### config.mk
export PLATFORM = sky130hd
export DESIGN_NAME = quantized_pd_map_step_top_flat
export DESIGN_NICKNAME = d
export VERILOG_FILES = /design/src/rtl/qpd_pkg.sv /design/src/rtl/qpd_if.sv /design/src/rtl/qpd_cfg_regs.sv /design/src/rtl/qpd_useq.sv /design/src/rtl/qpd_datapath.sv /design/src/rtl/quantized_pd_map_step_top.sv /design/src/flat_wrapper.sv
export SDC_FILE = /design/constraint.sdc
export NUM_CORES = 2
export LEC_CHECK = 0
export BUFFER_PORTS_ARGS = -buffer_cell sky130_fd_sc_hd__buf_2
export CORE_MARGIN = 10
export CORE_UTILIZATION = 60
export CTS_BUF_LIST = sky130_fd_sc_hd__clkbuf_16
export CTS_CLUSTER_DIAMETER = 50
export DETAILED_ROUTE_END_ITERATION = 7
export PLACE_DENSITY = 0.77
export SYNTH_ARGS = -nofsm -noshare
export SYNTH_HDL_FRONTEND = slang
export SYNTH_HIERARCHICAL = 1
export SYNTH_SLANG_ARGS = --single-unit
### constraint.sdc
create_clock -name clk_i -period 18.9 [get_ports clk_i]
set_input_delay 1.89 -clock clk_i [delete_from_list [all_inputs] [get_ports clk_i]]
set_output_delay 1.89 -clock clk_i [all_outputs]
set_load 0.1 [all_outputs]
### src/rtl/qpd_pkg.sv
// ----------------------------------------------------------------------------
// qpd_pkg
// Shared types, constants and the microcode table of the quantized PD map
// stepper.
// ----------------------------------------------------------------------------
package qpd_pkg;

  // data widths
  localparam int unsigned DATA_W     = 32;
  localparam int unsigned CTRL_W     = 12;
  localparam int unsigned ACC_W      = 64;
  localparam int unsigned NUM_REGS   = 8;
  localparam int unsigned REG_IDX_W  = 3;
  localparam int unsigned CFG_ADDR_W = 8;
  localparam int unsigned STEP_W     = 4;

  // defaults for the top level parameters
  localparam int unsigned ROUND_AT_INPUT_DEF = 0;
  localparam int unsigned FRAC_BITS_DEF      = 20;

  typedef logic signed [DATA_W-1:0] word_t;

  // configuration register indexes
  typedef enum logic [REG_IDX_W-1:0] {
    RG_U_PP,
    RG_U_PV,
    RG_U_VP,
    RG_U_VV,
    RG_B_POS,
    RG_B_VEL,
    RG_P_GAIN,
    RG_D_GAIN
  } reg_idx_e;

  // second multiplier operand
  typedef enum logic [2:0] {
    OPB_POS,
    OPB_VEL,
    OPB_IPOS,
    OPB_IVEL,
    OPB_CTRL,
    OPB_M
  } opb_e;

  // accumulator operation on the previous product
  typedef enum logic [1:0] {
    ACC_HOLD,
    ACC_LOAD,
    ACC_ADD
  } acc_op_e;

  // side action of a step
  typedef enum logic [2:0] {
    ACT_NONE,
    ACT_CTRL,
    ACT_NPOS,
    ACT_ITER_DONE,
    ACT_LOAD_DONE
  } act_e;

  typedef enum logic {
    JMP_NONE,
    JMP_IF_LOAD
  } jmp_e;

  typedef enum logic {
    ST_IDLE,
    ST_RUN
  } seq_state_e;

  localparam logic [STEP_W-1:0] STEP_DISPATCH = STEP_W'(0);
  localparam logic [STEP_W-1:0] STEP_LOAD     = STEP_W'(10);

  // one control word
  typedef struct packed {
    reg_idx_e          mul_a;
    opb_e              mul_b;
    acc_op_e           acc_op;
    logic              acc_shift;
    act_e              act;
    jmp_e              jmp;
    logic [STEP_W-1:0] target;
  } uword_t;

  // sequencer to datapath control
  typedef struct packed {
    uword_t uw;
    logic   fire;
    logic   accept;
  } dp_ctl_t;

  // microcode rom; rai selects the round-at-input program
  function automatic uword_t ucode(input logic [STEP_W-1:0] step, input logic rai);
    uword_t w;
    logic   sd;
    opb_e   op_p;
    opb_e   op_v;
    opb_e   op_b;
    sd   = !rai;
    op_p = rai ? OPB_IPOS : OPB_POS;
    op_v = rai ? OPB_IVEL : OPB_VEL;
    op_b = rai ? OPB_M : OPB_CTRL;
    unique case (step)
      STEP_DISPATCH: w = '{RG_P_GAIN, op_p, ACC_HOLD, 1'b0, ACT_NONE, JMP_IF_LOAD, STEP_LOAD};
      STEP_W'(1):    w = '{RG_D_GAIN, op_v, ACC_LOAD, sd, ACT_NONE, JMP_NONE, STEP_DISPATCH};
      STEP_W'(2):    w = '{RG_U_PP, OPB_POS, ACC_ADD, sd, ACT_NONE, JMP_NONE, STEP_DISPATCH};
      STEP_W'(3):    w = '{RG_U_PV, OPB_VEL, ACC_LOAD, 1'b1, ACT_CTRL, JMP_NONE, STEP_DISPATCH};
      STEP_W'(4):    w = '{RG_B_POS, op_b, ACC_ADD, 1'b1, ACT_NONE, JMP_NONE, STEP_DISPATCH};
      STEP_W'(5):    w = '{RG_U_VP, OPB_POS, ACC_ADD, rai, ACT_NONE, JMP_NONE, STEP_DISPATCH};
      STEP_W'(6):    w = '{RG_U_VV, OPB_VEL, ACC_LOAD, 1'b1, ACT_NPOS, JMP_NONE, STEP_DISPATCH};
      STEP_W'(7):    w = '{RG_B_VEL, op_b, ACC_ADD, 1'b1, ACT_NONE, JMP_NONE, STEP_DISPATCH};
      STEP_W'(8):    w = '{RG_U_PP, OPB_POS, ACC_ADD, rai, ACT_NONE, JMP_NONE, STEP_DISPATCH};
      STEP_W'(9):    w = '{RG_U_PP, OPB_POS, ACC_HOLD, 1'b0, ACT_ITER_DONE, JMP_NONE,
                           STEP_DISPATCH};
      STEP_LOAD:     w = '{RG_U_PP, OPB_POS, ACC_HOLD, 1'b0, ACT_LOAD_DONE, JMP_NONE,
                           STEP_DISPATCH};
      default:       w = '{RG_U_PP, OPB_POS, ACC_HOLD, 1'b0, ACT_ITER_DONE, JMP_NONE,
                           STEP_DISPATCH};
    endcase
    return w;
  endfunction

endpackage

### src/rtl/qpd_if.sv
// ----------------------------------------------------------------------------
// qpd_if
// Valid/ready channels of the quantized PD map stepper: item input, result
// output and configuration write.
// ----------------------------------------------------------------------------

// input items
interface qpd_in_if;
  import qpd_pkg::*;
  logic  valid;
  logic  ready;
  logic  func;
  word_t load_pos;
  word_t load_vel;
  modport source (output valid, func, load_pos, load_vel, input ready);
  modport sink (input valid, func, load_pos, load_vel, output ready);
endinterface

// result items
interface qpd_out_if;
  import qpd_pkg::*;
  logic                     valid;
  logic                     ready;
  word_t                    pos_out;
  word_t                    vel_out;
  logic signed [CTRL_W-1:0] control_level;
  logic                     saturated;
  modport source (output valid, pos_out, vel_out, control_level, saturated, input ready);
  modport sink (input valid, pos_out, vel_out, control_level, saturated, output ready);
endinterface

// configuration writes
interface qpd_cfg_if;
  import qpd_pkg::*;
  logic                  valid;
  logic                  ready;
  logic [CFG_ADDR_W-1:0] index;
  word_t                 data;
  modport source (output valid, index, data, input ready);
  modport sink (input valid, index, data, output ready);
endinterface

### src/rtl/qpd_cfg_regs.sv
// ----------------------------------------------------------------------------
// qpd_cfg_regs
// Configuration register file: transition matrix, control vector and gains.
// Writes to indexes past the last register are dropped.
// ----------------------------------------------------------------------------
module qpd_cfg_regs #(
  parameter int unsigned FRAC_BITS = qpd_pkg::FRAC_BITS_DEF
) (
  input  logic          clk_i,
  input  logic          rst_ni,
  qpd_cfg_if.sink       cfg_i,
  output qpd_pkg::word_t regs_o [qpd_pkg::NUM_REGS]
);
  import qpd_pkg::*;

  localparam logic [DATA_W-1:0] ONE_FX = DATA_W'(1) << FRAC_BITS;

  word_t regs_q [NUM_REGS];
  logic  wr_en;

  // always ready, writes are meant for idle time only
  assign cfg_i.ready = 1'b1;
  assign wr_en = cfg_i.valid && cfg_i.ready && (cfg_i.index < CFG_ADDR_W'(NUM_REGS));

  // register storage, identity matrix on reset
  always_ff @(posedge clk_i or negedge rst_ni) begin
    if (!rst_ni) begin
      for (int i = 0; i < NUM_REGS; i++) begin
        regs_q[i] <= '0;
      end
      regs_q[RG_U_PP] <= ONE_FX;
      regs_q[RG_U_VV] <= ONE_FX;
    end else if (wr_en) begin
      regs_q[cfg_i.index[REG_IDX_W-1:0]] <= cfg_i.data;
    end
  end

  assign regs_o = regs_q;

endmodule

### src/rtl/qpd_useq.sv
// ----------------------------------------------------------------------------
// qpd_useq
// Microcode sequencer: step counter, dispatch jump on the item function,
// control word fetch and the result valid flag.
// ----------------------------------------------------------------------------
module qpd_useq #(
  parameter int unsigned ROUND_AT_INPUT = qpd_pkg::ROUND_AT_INPUT_DEF
) (
  input  logic             clk_i,
  input  logic             rst_ni,
  input  logic             in_valid_i,
  output logic             in_ready_o,
  input  logic             in_func_i,
  input  logic             out_ready_i,
  output logic             out_valid_o,
  output qpd_pkg::dp_ctl_t ctl_o
);
  import qpd_pkg::*;

  seq_state_e        state_q, state_d;
  logic [STEP_W-1:0] step_q, step_d;
  logic              func_q;
  logic              out_valid_q, out_valid_d;
  uword_t            uw;
  logic              in_acc;
  logic              finishing;
  logic              stall;
  logic              fire;
  logic              jump;

  // control word fetch
  assign uw        = ucode(step_q, 1'(ROUND_AT_INPUT));
  assign in_acc    = in_valid_i && in_ready_o;
  assign finishing = (uw.act == ACT_ITER_DONE) || (uw.act == ACT_LOAD_DONE);
  assign stall     = finishing && out_valid_q && !out_ready_i;
  assign jump      = (uw.jmp == JMP_IF_LOAD) && !func_q;

  // next state
  always_comb begin
    state_d = state_q;
    unique case (state_q)
      ST_IDLE: if (in_acc) state_d = ST_RUN;
      ST_RUN:  if (fire && finishing) state_d = ST_IDLE;
      default: state_d = ST_IDLE;
    endcase
  end

  // state outputs
  always_comb begin
    in_ready_o = 1'b0;
    fire       = 1'b0;
    unique case (state_q)
      ST_IDLE: in_ready_o = 1'b1;
      ST_RUN:  fire = !stall;
      default: ;
    endcase
  end

  // step counter with conditional jump
  always_comb begin
    step_d = step_q;
    if (in_acc) begin
      step_d = STEP_DISPATCH;
    end else if (fire) begin
      step_d = jump ? uw.target : step_q + 1'b1;
    end
  end

  // result slot: set on finish, freed when taken
  assign out_valid_d = (fire && finishing) || (out_valid_q && !out_ready_i);

  always_ff @(posedge clk_i or negedge rst_ni) begin
    if (!rst_ni) begin
      state_q     <= ST_IDLE;
      step_q      <= STEP_DISPATCH;
      out_valid_q <= 1'b0;
    end else begin
      state_q     <= state_d;
      step_q      <= step_d;
      out_valid_q <= out_valid_d;
    end
  end

  // function of the request in flight
  always_ff @(posedge clk_i) begin
    if (in_acc) begin
      func_q <= in_func_i;
    end
  end

  assign out_valid_o = out_valid_q;
  assign ctl_o       = '{uw: uw, fire: fire, accept: in_acc};

  // a finished item always shows up in the result slot
  a_finish_shows_result: assert property (@(posedge clk_i) disable iff (!rst_ni)
    (fire && finishing) |=> out_valid_q)
    else $error("finished item not presented");

  // an accepted request starts at the dispatch step
  a_accept_dispatch: assert property (@(posedge clk_i) disable iff (!rst_ni)
    in_acc |=> (state_q == ST_RUN && step_q == STEP_DISPATCH))
    else $error("request did not start at dispatch");

  // the step counter stays inside the program
  a_step_in_program: assert property (@(posedge clk_i) disable iff (!rst_ni)
    (state_q == ST_RUN) |-> (step_q <= STEP_LOAD))
    else $error("step counter left the program");

  // a blocked finish keeps its step and stays busy
  a_stall_holds: assert property (@(posedge clk_i) disable iff (!rst_ni)
    (state_q == ST_RUN && stall) |=> (state_q == ST_RUN && step_q == $past(step_q)))
    else $error("stalled finish lost its step");

endmodule

### src/rtl/qpd_datapath.sv
// ----------------------------------------------------------------------------
// qpd_datapath
// Shared 32x32 multiplier, 64-bit accumulator, control quantizer,
// saturation and state / result registers, driven by the control word.
// ----------------------------------------------------------------------------
module qpd_datapath #(
  parameter int unsigned ROUND_AT_INPUT = qpd_pkg::ROUND_AT_INPUT_DEF,
  parameter int unsigned FRAC_BITS      = qpd_pkg::FRAC_BITS_DEF
) (
  input  logic                             clk_i,
  input  logic                             rst_ni,
  input  qpd_pkg::dp_ctl_t                 ctl_i,
  input  qpd_pkg::word_t                   regs_i [qpd_pkg::NUM_REGS],
  input  qpd_pkg::word_t                   load_pos_i,
  input  qpd_pkg::word_t                   load_vel_i,
  output qpd_pkg::word_t                   pos_out_o,
  output qpd_pkg::word_t                   vel_out_o,
  output logic signed [qpd_pkg::CTRL_W-1:0] control_level_o,
  output logic                             saturated_o
);
  import qpd_pkg::*;

  localparam int unsigned DW1 = DATA_W + 1;
  localparam logic signed [DATA_W:0]    BIAS_D = DW1'((64'd1 << FRAC_BITS) - 64'd1);
  localparam logic signed [ACC_W-1:0]   BIAS_A = ACC_W'((64'd1 << FRAC_BITS) - 64'd1);
  localparam logic signed [DATA_W-1:0]  MAX_W  = {1'b0, {(DATA_W-1){1'b1}}};
  localparam logic signed [DATA_W-1:0]  MIN_W  = {1'b1, {(DATA_W-1){1'b0}}};
  localparam logic signed [CTRL_W-1:0]  MAX_C  = {1'b0, {(CTRL_W-1){1'b1}}};
  localparam logic signed [CTRL_W-1:0]  MIN_C  = {1'b1, {(CTRL_W-1){1'b0}}};

  word_t                    pos_q, vel_q;
  word_t                    ld_pos_q, ld_vel_q;
  word_t                    m_q, np_q;
  logic signed [CTRL_W-1:0] ctrl_q;
  logic                     sat_q;
  logic signed [ACC_W-1:0]  prod_q, acc_q;
  word_t                    pos_out_q, vel_out_q;
  logic signed [CTRL_W-1:0] ctrl_out_q;
  logic                     sat_out_q;

  word_t                    opa, opb;
  logic signed [DATA_W:0]   ipos_sum, ivel_sum, ipos_w, ivel_w;
  logic signed [ACC_W-1:0]  prod_d, term, acc_d;
  logic                     acc_fits;
  word_t                    acc_clip;
  logic signed [ACC_W-1:0]  ctl_src, ctl_sum, ctl_tr;
  logic                     ctl_fits;
  logic signed [CTRL_W-1:0] ctrl_d;
  logic                     ctl_sat;

  // state components truncated toward zero
  always_comb begin
    ipos_sum = {pos_q[DATA_W-1], pos_q} + (pos_q[DATA_W-1] ? BIAS_D : '0);
    ivel_sum = {vel_q[DATA_W-1], vel_q} + (vel_q[DATA_W-1] ? BIAS_D : '0);
    ipos_w   = ipos_sum >>> FRAC_BITS;
    ivel_w   = ivel_sum >>> FRAC_BITS;
  end

  // multiplier operands
  assign opa = regs_i[ctl_i.uw.mul_a];

  always_comb begin
    case (ctl_i.uw.mul_b)
      OPB_POS:  opb = pos_q;
      OPB_VEL:  opb = vel_q;
      OPB_IPOS: opb = ipos_w[DATA_W-1:0];
      OPB_IVEL: opb = ivel_w[DATA_W-1:0];
      OPB_CTRL: opb = DATA_W'(ctrl_q);
      OPB_M:    opb = m_q;
      default:  opb = pos_q;
    endcase
  end

  assign prod_d = opa * opb;

  // accumulate the previous product, floored after the shift
  always_comb begin
    term = ctl_i.uw.acc_shift ? (prod_q >>> FRAC_BITS) : prod_q;
    case (ctl_i.uw.acc_op)
      ACC_LOAD: acc_d = term;
      ACC_ADD:  acc_d = acc_q + term;
      default:  acc_d = acc_q;
    endcase
  end

  // accumulator clipped to the word range
  always_comb begin
    acc_fits = (acc_q[ACC_W-1:DATA_W-1] == {(ACC_W-DATA_W+1){acc_q[ACC_W-1]}});
    acc_clip = acc_fits ? acc_q[DATA_W-1:0] : (acc_q[ACC_W-1] ? MIN_W : MAX_W);
  end

  // control level: truncate toward zero, then clip to the level range
  always_comb begin
    ctl_src  = (ROUND_AT_INPUT != 0) ? ACC_W'(acc_clip) : acc_q;
    ctl_sum  = ctl_src + (ctl_src[ACC_W-1] ? BIAS_A : '0);
    ctl_tr   = ctl_sum >>> FRAC_BITS;
    ctl_fits = (ctl_tr[ACC_W-1:CTRL_W-1] == {(ACC_W-CTRL_W+1){ctl_tr[ACC_W-1]}});
    ctrl_d   = ctl_fits ? ctl_tr[CTRL_W-1:0] : (ctl_tr[ACC_W-1] ? MIN_C : MAX_C);
    ctl_sat  = !ctl_fits || ((ROUND_AT_INPUT != 0) && !acc_fits);
  end

  // map state
  always_ff @(posedge clk_i or negedge rst_ni) begin
    if (!rst_ni) begin
      pos_q <= '0;
      vel_q <= '0;
    end else if (ctl_i.fire) begin
      if (ctl_i.uw.act == ACT_ITER_DONE) begin
        pos_q <= np_q;
        vel_q <= acc_clip;
      end else if (ctl_i.uw.act == ACT_LOAD_DONE) begin
        pos_q <= ld_pos_q;
        vel_q <= ld_vel_q;
      end
    end
  end

  // working and result registers
  always_ff @(posedge clk_i) begin
    if (ctl_i.accept) begin
      ld_pos_q <= load_pos_i;
      ld_vel_q <= load_vel_i;
      sat_q    <= 1'b0;
    end
    if (ctl_i.fire) begin
      prod_q <= prod_d;
      acc_q  <= acc_d;
      case (ctl_i.uw.act)
        ACT_CTRL: begin
          ctrl_q <= ctrl_d;
          m_q    <= acc_clip;
          if (ctl_sat) sat_q <= 1'b1;
        end
        ACT_NPOS: begin
          np_q <= acc_clip;
          if (!acc_fits) sat_q <= 1'b1;
        end
        ACT_ITER_DONE: begin
          pos_out_q  <= np_q;
          vel_out_q  <= acc_clip;
          ctrl_out_q <= ctrl_q;
          sat_out_q  <= sat_q || !acc_fits;
        end
        ACT_LOAD_DONE: begin
          pos_out_q  <= ld_pos_q;
          vel_out_q  <= ld_vel_q;
          ctrl_out_q <= '0;
          sat_out_q  <= 1'b0;
        end
        default: ;
      endcase
    end
  end

  assign pos_out_o       = pos_out_q;
  assign vel_out_o       = vel_out_q;
  assign control_level_o = ctrl_out_q;
  assign saturated_o     = sat_out_q;

endmodule

### src/rtl/quantized_pd_map_step_top.sv
// ----------------------------------------------------------------------------
// quantized_pd_map_step_top
// Iterates the map of a PD-controlled inverted pendulum with quantized
// control, y' = U*y + b*M, in signed fixed point with FRAC_BITS fraction bits.
//
// A request with func 0 loads position and velocity; func 1 runs one map
// iteration. Every request gives one result: the new state, the integer
// control level and a flag for any clipping. One request is worked on at a
// time and the next is taken once the previous one has gone to the result
// register. A result that is still waiting holds the next request at its
// last step until the slot frees up. The iteration length is set by the
// single shared 32x32 multiplier, which forms the eight products of a step
// one per cycle under a ten-step microcode program. ROUND_AT_INPUT = 1
// truncates the state before the gain products instead of truncating their
// sum. There is no clearing pass after reset; configuration writes are taken
// at any time but belong to idle time.
// ----------------------------------------------------------------------------
module quantized_pd_map_step_top #(
  parameter int unsigned ROUND_AT_INPUT = qpd_pkg::ROUND_AT_INPUT_DEF,
  parameter int unsigned FRAC_BITS      = qpd_pkg::FRAC_BITS_DEF
) (
  input  logic       clk_i,
  input  logic       rst_ni,
  qpd_cfg_if.sink    cfg_i,
  qpd_in_if.sink     in_i,
  qpd_out_if.source  out_o
);
  import qpd_pkg::*;

  word_t   regs [NUM_REGS];
  dp_ctl_t ctl;

  // configuration registers
  qpd_cfg_regs #(
    .FRAC_BITS (FRAC_BITS)
  ) u_cfg_regs (
    .clk_i  (clk_i),
    .rst_ni (rst_ni),
    .cfg_i  (cfg_i),
    .regs_o (regs)
  );

  // microcode sequencer
  qpd_useq #(
    .ROUND_AT_INPUT (ROUND_AT_INPUT)
  ) u_useq (
    .clk_i       (clk_i),
    .rst_ni      (rst_ni),
    .in_valid_i  (in_i.valid),
    .in_ready_o  (in_i.ready),
    .in_func_i   (in_i.func),
    .out_ready_i (out_o.ready),
    .out_valid_o (out_o.valid),
    .ctl_o       (ctl)
  );

  // arithmetic datapath
  qpd_datapath #(
    .ROUND_AT_INPUT (ROUND_AT_INPUT),
    .FRAC_BITS      (FRAC_BITS)
  ) u_datapath (
    .clk_i           (clk_i),
    .rst_ni          (rst_ni),
    .ctl_i           (ctl),
    .regs_i          (regs),
    .load_pos_i      (in_i.load_pos),
    .load_vel_i      (in_i.load_vel),
    .pos_out_o       (out_o.pos_out),
    .vel_out_o       (out_o.vel_out),
    .control_level_o (out_o.control_level),
    .saturated_o     (out_o.saturated)
  );

endmodule

### src/flat_wrapper.sv
// flat-port wrapper written by rule: the top's interface ports become plain ports
module quantized_pd_map_step_top_flat import qpd_pkg::*;
#(
  parameter int unsigned ROUND_AT_INPUT = qpd_pkg::ROUND_AT_INPUT_DEF,
  parameter int unsigned FRAC_BITS      = qpd_pkg::FRAC_BITS_DEF
)
  (clk_i, rst_ni, cfg_i_valid, cfg_i_index, cfg_i_data, cfg_i_ready, in_i_valid, in_i_func, in_i_load_pos, in_i_load_vel, in_i_ready, out_o_valid, out_o_pos_out, out_o_vel_out, out_o_control_level, out_o_saturated, out_o_ready);
  qpd_cfg_if cfg_i_i ();
  qpd_in_if in_i_i ();
  qpd_out_if out_o_i ();
  input  logic clk_i;
  input  logic rst_ni;
  input wire logic [$bits(cfg_i_i.valid)-1:0] cfg_i_valid;
  input wire logic [$bits(cfg_i_i.index)-1:0] cfg_i_index;
  input wire logic [$bits(cfg_i_i.data)-1:0] cfg_i_data;
  output wire logic [$bits(cfg_i_i.ready)-1:0] cfg_i_ready;
  input wire logic [$bits(in_i_i.valid)-1:0] in_i_valid;
  input wire logic [$bits(in_i_i.func)-1:0] in_i_func;
  input wire logic [$bits(in_i_i.load_pos)-1:0] in_i_load_pos;
  input wire logic [$bits(in_i_i.load_vel)-1:0] in_i_load_vel;
  output wire logic [$bits(in_i_i.ready)-1:0] in_i_ready;
  output wire logic [$bits(out_o_i.valid)-1:0] out_o_valid;
  output wire logic [$bits(out_o_i.pos_out)-1:0] out_o_pos_out;
  output wire logic [$bits(out_o_i.vel_out)-1:0] out_o_vel_out;
  output wire logic [$bits(out_o_i.control_level)-1:0] out_o_control_level;
  output wire logic [$bits(out_o_i.saturated)-1:0] out_o_saturated;
  input wire logic [$bits(out_o_i.ready)-1:0] out_o_ready;
  assign cfg_i_i.valid = cfg_i_valid;
  assign cfg_i_i.index = cfg_i_index;
  assign cfg_i_i.data = cfg_i_data;
  assign cfg_i_ready = cfg_i_i.ready;
  assign in_i_i.valid = in_i_valid;
  assign in_i_i.func = in_i_func;
  assign in_i_i.load_pos = in_i_load_pos;
  assign in_i_i.load_vel = in_i_load_vel;
  assign in_i_ready = in_i_i.ready;
  assign out_o_valid = out_o_i.valid;
  assign out_o_pos_out = out_o_i.pos_out;
  assign out_o_vel_out = out_o_i.vel_out;
  assign out_o_control_level = out_o_i.control_level;
  assign out_o_saturated = out_o_i.saturated;
  assign out_o_i.ready = out_o_ready;
  quantized_pd_map_step_top #(.ROUND_AT_INPUT(ROUND_AT_INPUT), .FRAC_BITS(FRAC_BITS)) u_core (.clk_i(clk_i), .rst_ni(rst_ni), .cfg_i(cfg_i_i), .in_i(in_i_i), .out_o(out_o_i));
endmodule
==> Yosys cells after proc, flatten, opt, wreduce, memory -nomap -nowiden <==
Memories as Yosys holds them, arrays and structs flattened.
Cells that the tools add are included.
{ "totals": {"reg_bits": 673, "latchBits": 0, "mem_bits_rw": 0, "mem_bits_ro": 224, "in_bits": 110, "output_inout_bits": 80, "elab_cells": 112, "n_memories": 1} }
{ "memory_table": {"columns": ["name", "words", "word_bits", "read_ports", "rd_clocked_by_memory_dff", "wr", "line_no", "rtl"], "rows": [
  ["(no name shown)", 16, 14, 1, 0, 0, "qpd_pkg.sv:103", "unique case (step)"]
]} }
{ "op_classes": {"add_sub_neg": 5, "multipliers": 1, "div": 0, "magnitude_cmp": 4, "eq_ne": 13, "shifts": 0, "muxes": 37, "n_bitwise": 3, "n_reduce_logical": 22} }
{ "ops": {"columns": ["operator", "n"], "rows": [
  ["$mux W32", 9],
  ["$bwmux W256", 1],
  ["$pmux W32 S5", 1],
  ["$pmux W32 S2", 2],
  ["$pmux W64 S2", 1],
  ["$bmux W32 S3", 1],
  ["$demux W32 S3", 1],
  ["$add A64 B20 Y64", 1],
  ["$add A64 B64 Y64", 1],
  ["$eq A32 B32 Y1", 2],
  ["$mul A32 B32 Y64", 1],
  ["$mux W63", 1],
  ["$mux W20", 3],
  ["$add A32 B21 Y33", 1],
  ["$add A33 B33 Y33", 1],
  ["$mux W12", 2],
  ["$pmux W12 S2", 1],
  ["$eq A3 B2 Y1 const B", 4],
  ["$mux W4", 3],
  ["$eq A3 B3 Y1 const B", 3],
  ["$ge A4 B4 Y1 const B", 2],
  ["$logic_and A1 B1 Y1", 8],
  ["$lt A8 B4 Y1 const B", 1],
  ["$mux W1", 8],
  ["other kinds (12)", 26]
]} }

==> Depth between registers and ports, before layout <==
An unclocked memory read counts as a cell.
{ "depth": {"word_depth": 10, "ltp_mapped": 42, "ltp_nobuf": 39} }

==> By module <==
The synthesis kept the hierarchy.
{ "modules_own_cells": {"columns": ["module", "instances", "cells_per_inst", "area_each_um2", "seq_area_each_um2"], "rows": [
  ["qpd_datapath", 1, 6356, 61251.2, 11981.5],
  ["qpd_cfg_regs", 1, 555, 9745.6, 6408.6],
  ["qpd_useq", 1, 78, 656.9, 180.2]
]} }

==> Worst setup path after synthesis <==
OpenSTA, ideal clock, no wires.
{ "synth_path": {"path_type": "flip-flop to flip-flop", "from": "register u_core.u_useq.step_q[2]", "to": "register u_core.u_datapath.prod_q[62], data pin", "setup_time_ns": 0.265, "arrival_time_ns": 10.001, "t_required_ns": 18.635, "setup_slack_ns": 8.634, "stages_incl_launch_ff": 34, "n_path_buf": 4, "synth_period_minus_slack_ns": 10.266, "cell_sequence": "dfrtp_1 buf_2 clkinv_1 nand2_1 a21oi_1 clkbuf_1 buf_1 mux4_2 mux2_1 clkbuf_1 and2_1 fa_1 fa_1 inv_1 fa_1 inv_1 fa_1 inv_1 fa_1 inv_1 fa_1 inv_1 fa_1 inv_1 fa_1 ha_1 a21o_1 and3_1 or3_1 a21oi_1 a31oi_1 a211oi_1 o21ai_0 xor2_1"} }
{ "synth_lines": {"columns": ["item", "line_no", "rtl"], "rows": [
  ["start, declared", "qpd_useq.sv:21", "logic [STEP_W-1:0] step_q, step_d;"],
  ["start signal, assigned", "qpd_useq.sv:79", "step_q <= step_d;"],
  ["end signal, assigned", "qpd_datapath.sv:126", "prod_q <= prod_d;"],
  ["end, declared", "qpd_datapath.sv:36", "logic signed [ACC_W-1:0] prod_q, acc_q;"]
]} }

==> Worst setup path in the final report <==
{ "layout_path": {"from": "register u_core.u_datapath.vel_q[31]", "to": "register u_core.u_datapath.prod_q[62], data pin"} }
{ "layout_via": {"elab_chain_cells": 4} }
{ "layout_rtl": {"columns": ["item", "line_no", "rtl"], "rows": [
  ["start, declared", "qpd_datapath.sv:31", "word_t pos_q, vel_q;"],
  ["start signal, assigned", "qpd_datapath.sv:110", "vel_q <= acc_clip;"],
  ["start signal, assigned", "qpd_datapath.sv:113", "vel_q <= ld_vel_q;"],
  ["$mux W20", "qpd_datapath.sv:54", "ivel_sum = {vel_q[DATA_W-1], vel_q} + (vel_q[DATA_W-1] ? BIAS_D : '0);"],
  ["$add A32 B21 Y33", "qpd_datapath.sv:54", null],
  ["$pmux W32 S5 *", "qpd_datapath.sv:63", "case (ctl_i.uw.mul_b)"],
  ["$mul A32 B32 Y64 *", "qpd_datapath.sv:74", "assign prod_d = opa * opb;"],
  ["via u_core.u_datapath.prod_d[62]", "qpd_datapath.sv:43", "logic signed [ACC_W-1:0] prod_d, term, acc_d;"]
]} }
Mark *: on every way through the listed nets, which the timed path passes. The rest lies on a longest branch.
A chain may end at the register's enable or synchronous reset.

==> Implementation_results.wiki <==
{| class="wikitable"
! Metric !! Value
|-
| Status || finished with violations
|-
| Violations in the final reports || max-slew violations
|-
| Leading cell types in the layout, fill and taps excluded || 1,151 x sky130_fd_sc_hd__inv_1, 1,083 x sky130_fd_sc_hd__fa_1, 791 x sky130_fd_sc_hd__nand2_1
|-
| RR Startpoint || u_core/u_datapath/vel_q[31]
|-
| Final worst-path cycle share || 0.631
|-
| Number of gates given a new drive strength after cts || 0
|-
| Top fanout value on the critical path || 32
|-
| Die span in x || 366 µm
|-
| Area of placed instances || 74,500 µm²
|-
| Mean area per synthesized cell || 10.3 µm²
|-
| Number of filler instances in the final layout || 9,109
|-
| Aggregate negative setup slack || 0 ns
|-
| Number of antenna violations at the first check in global routing || 12
|-
| Routed Antenna Nets || 0
|-
| Worst-case setup slack after placement || 7.06 ns
|-
| Synthesis Warnings || 6
|-
| Nature of the critical path endpoint || register
|-
| CP startpoint kind || register
|-
| Clock tree root buffer cell || sky130_fd_sc_hd__clkbuf_16
|-
| Start point of the critical path || u_core/u_datapath/vel_q[31]
|-
| Worst Max-Slew Pin Slew || 1.83 ns
|-
| Startpoint-to-endpoint class of the critical path || register to register
|-
| DR WL/cell || 25.5 µm
|-
| Area added between synthesis and finish || 7.95%
|-
| Overall track demand over capacity in global routing || 0.334
|-
| Detailed router's first-iteration violation count || 5,507
|-
| Critical Path RT || 19.32 ns
|-
| GP Congestion || 0.974
|-
| Boundary Pins || 190
|-
| Synthesized instance count || 6,985
|-
| Max Cap Viol || 0
|-
| Total iterations of the first detailed-routing run || 6
|-
| Clock latency reported for the late side of the worst-skew pair || 0.73 ns
|-
| Port Buffer Count || 188
|-
| Final Setup Violations || 0
|-
| Global-route wire length before repair || 339,000 µm
|-
| Slowest Stage Delay on Critical Path || 0.91 ns
|-
| Core area || 118,000 µm²
|-
| Clock sink count || 673
|-
| Nets || 8,524
|-
| Worst min-delay path class || register to register
|-
| Number of nets in the synthesized netlist || 8,489
|-
| Detailed-route wire length || 220,000 µm
|-
| Syn Std Cell Area || 71,600 µm²
|-
| CTS buffer count || 86
|-
| Setup ws final || 6.98 ns
|-
| Vertical die dimension || 366 µm
|-
| Initial Util || 0.606
|-
| Worst Min Path Start || u_core/u_cfg_regs/regs_o[167]
|-
| TritonCTS clock tree || done
|-
| Worst clock skew on the final layout || 0.0625 ns
|-
| Highest clock frequency the design can meet || 83.9 MHz
|-
| Maximum clock insertion buffer count || 3
|-
| Most common library cell in the layout ignoring fill and taps || sky130_fd_sc_hd__inv_1
|-
| Setup Buffers After CTS || 0
|-
| Layout cells sized above 1 || 0.133
|-
| Floorplan die area || 134,000 µm²
|-
| Number of rows created at floorplan || 126
|-
| Final max-slew violation count || 22
|-
| Slew Limit Headroom || -0.218
|-
| Maximum number of pins on one net before global-route repair || 109
|-
| CTS clk-pin slew, worst paths || 0.06 ns
|-
| Final HPWL DP || 165,000 µm
|-
| Minimum period implied by the final worst setup slack || 11.92 ns
|-
| Vias per cell || 6.26
|-
| Total via count after detailed routing || 54,100
|-
| Top cell by count, worst path || sky130_fd_sc_hd__fa_1
|-
| Vias in the first global route || 57,300
|-
| Final Instance Area || 77,300 µm²
|-
| Total number of H-tree levels || 3
|-
| Hold violation total from the final report || 0
|-
| Overflow left after global routing || 0
|-
| Max stage delay cell, worst path || sky130_fd_sc_hd__dfrtp_1
|-
| Unrepaired setup endpoints after global routing || false
|-
| Remaining routing DRC violations || 0
|-
| Data arrival time of the worst path || 12.34 ns
|-
| Hold bufs inserted after CTS || 0
|}
-- routing by layer --
layer  vias to the layer above  routed length [µm]  track usage
met4                        14               16100        0.203
met3                       930               23900       0.0809
met5                         -                 128      0.00399
met2                      3270              101000        0.531
met1                     27100               79100        0.412
li1                      22700                   -            -
-- area by class of cell --
cell class | count | area (µm²) | area share
Multi-Input combinational cell | 4809 | 47800 | 0.619
Tap cell | 1536 | 1920 | 0.0249
Antenna cell | 5 | 12.5 | 0.000162
Inverter | 1139 | 4280 | 0.0553
Clock inverter | 71 | 617 | 0.00798
Timing Repair Buffer | 311 | 1870 | 0.0242
Clock buffer | 88 | 2200 | 0.0285
Sequential cell | 673 | 18600 | 0.240
-- critical path, delay by kind of cell, from the launching register on --
family / cells / cell delay [ns]
AOI/OAI and AO/OA: 13 / 2.55
xor gates and xnor gates: 1 / 0.16
adders and majority gates: 10 / 5.51
buffers and inverters: 7 / 1.19
DFF: 1 / 0.91
muxes: 1 / 0.37
and+or+nand+nor: 3 / 0.80
-- metrics by stage --
| stage | hold WS [ns] | util | instances |
|---|---|---|---|
| after floorplan | 0.452 | - | 6985 |
| after global placement | 0.462 | 0.630 | 8468 |
| after detailed placement | 0.472 | 0.630 | 8468 |
| after CTS | 0.486 | 0.654 | 8627 |
| after global routing | 0.505 | 0.654 | 8628 |
| final | 0.483 | 0.654 | 8632 |
-- state kept, by name, indices dropped and copies added, names as in the netlist --
signal	flops
u_core/u_useq/out_valid_o	1
u_core/u_datapath/pos_out_o	32
u_core/u_datapath/control_level_o	12
u_core/u_datapath/pos_q	32
u_core/u_datapath/saturated_o	1
u_core/u_datapath/ld_vel_q	32
u_core/u_useq/func_q	1
u_core/u_datapath/vel_out_o	32
u_core/u_datapath/m_q	32
u_core/u_useq/step_q	4
u_core/u_datapath/vel_q	32
u_core/u_datapath/sat_q	1
u_core/u_datapath/prod_q	64
u_core/u_datapath/ld_pos_q	32
u_core/u_datapath/np_q	32
u_core/u_datapath/acc_q	64
u_core/u_useq/state_q	1
u_core/u_datapath/ctrl_q	12
u_core/u_cfg_regs/regs_o	256
-- path summary, 6_finish.rpt --
path                                                 end  slack (ns)  depth (start not counted)
max                         u_core/u_datapath/prod_q[62]        6.98                         35
min                        u_core/u_cfg_regs/regs_o[167]        0.48                          1
max reg2reg                 u_core/u_datapath/prod_q[62]        6.98                         35
min reg2reg                u_core/u_cfg_regs/regs_o[167]        0.48                          1
max in group asynchronous   u_core/u_cfg_regs/regs_o[24]       15.19                          3
min in group asynchronous   u_core/u_cfg_regs/regs_o[66]        1.24                          1
Power is left out: the tool's default activity adds up to more than one toggle a clock period on the data nets, which glitch-free logic cannot reach.
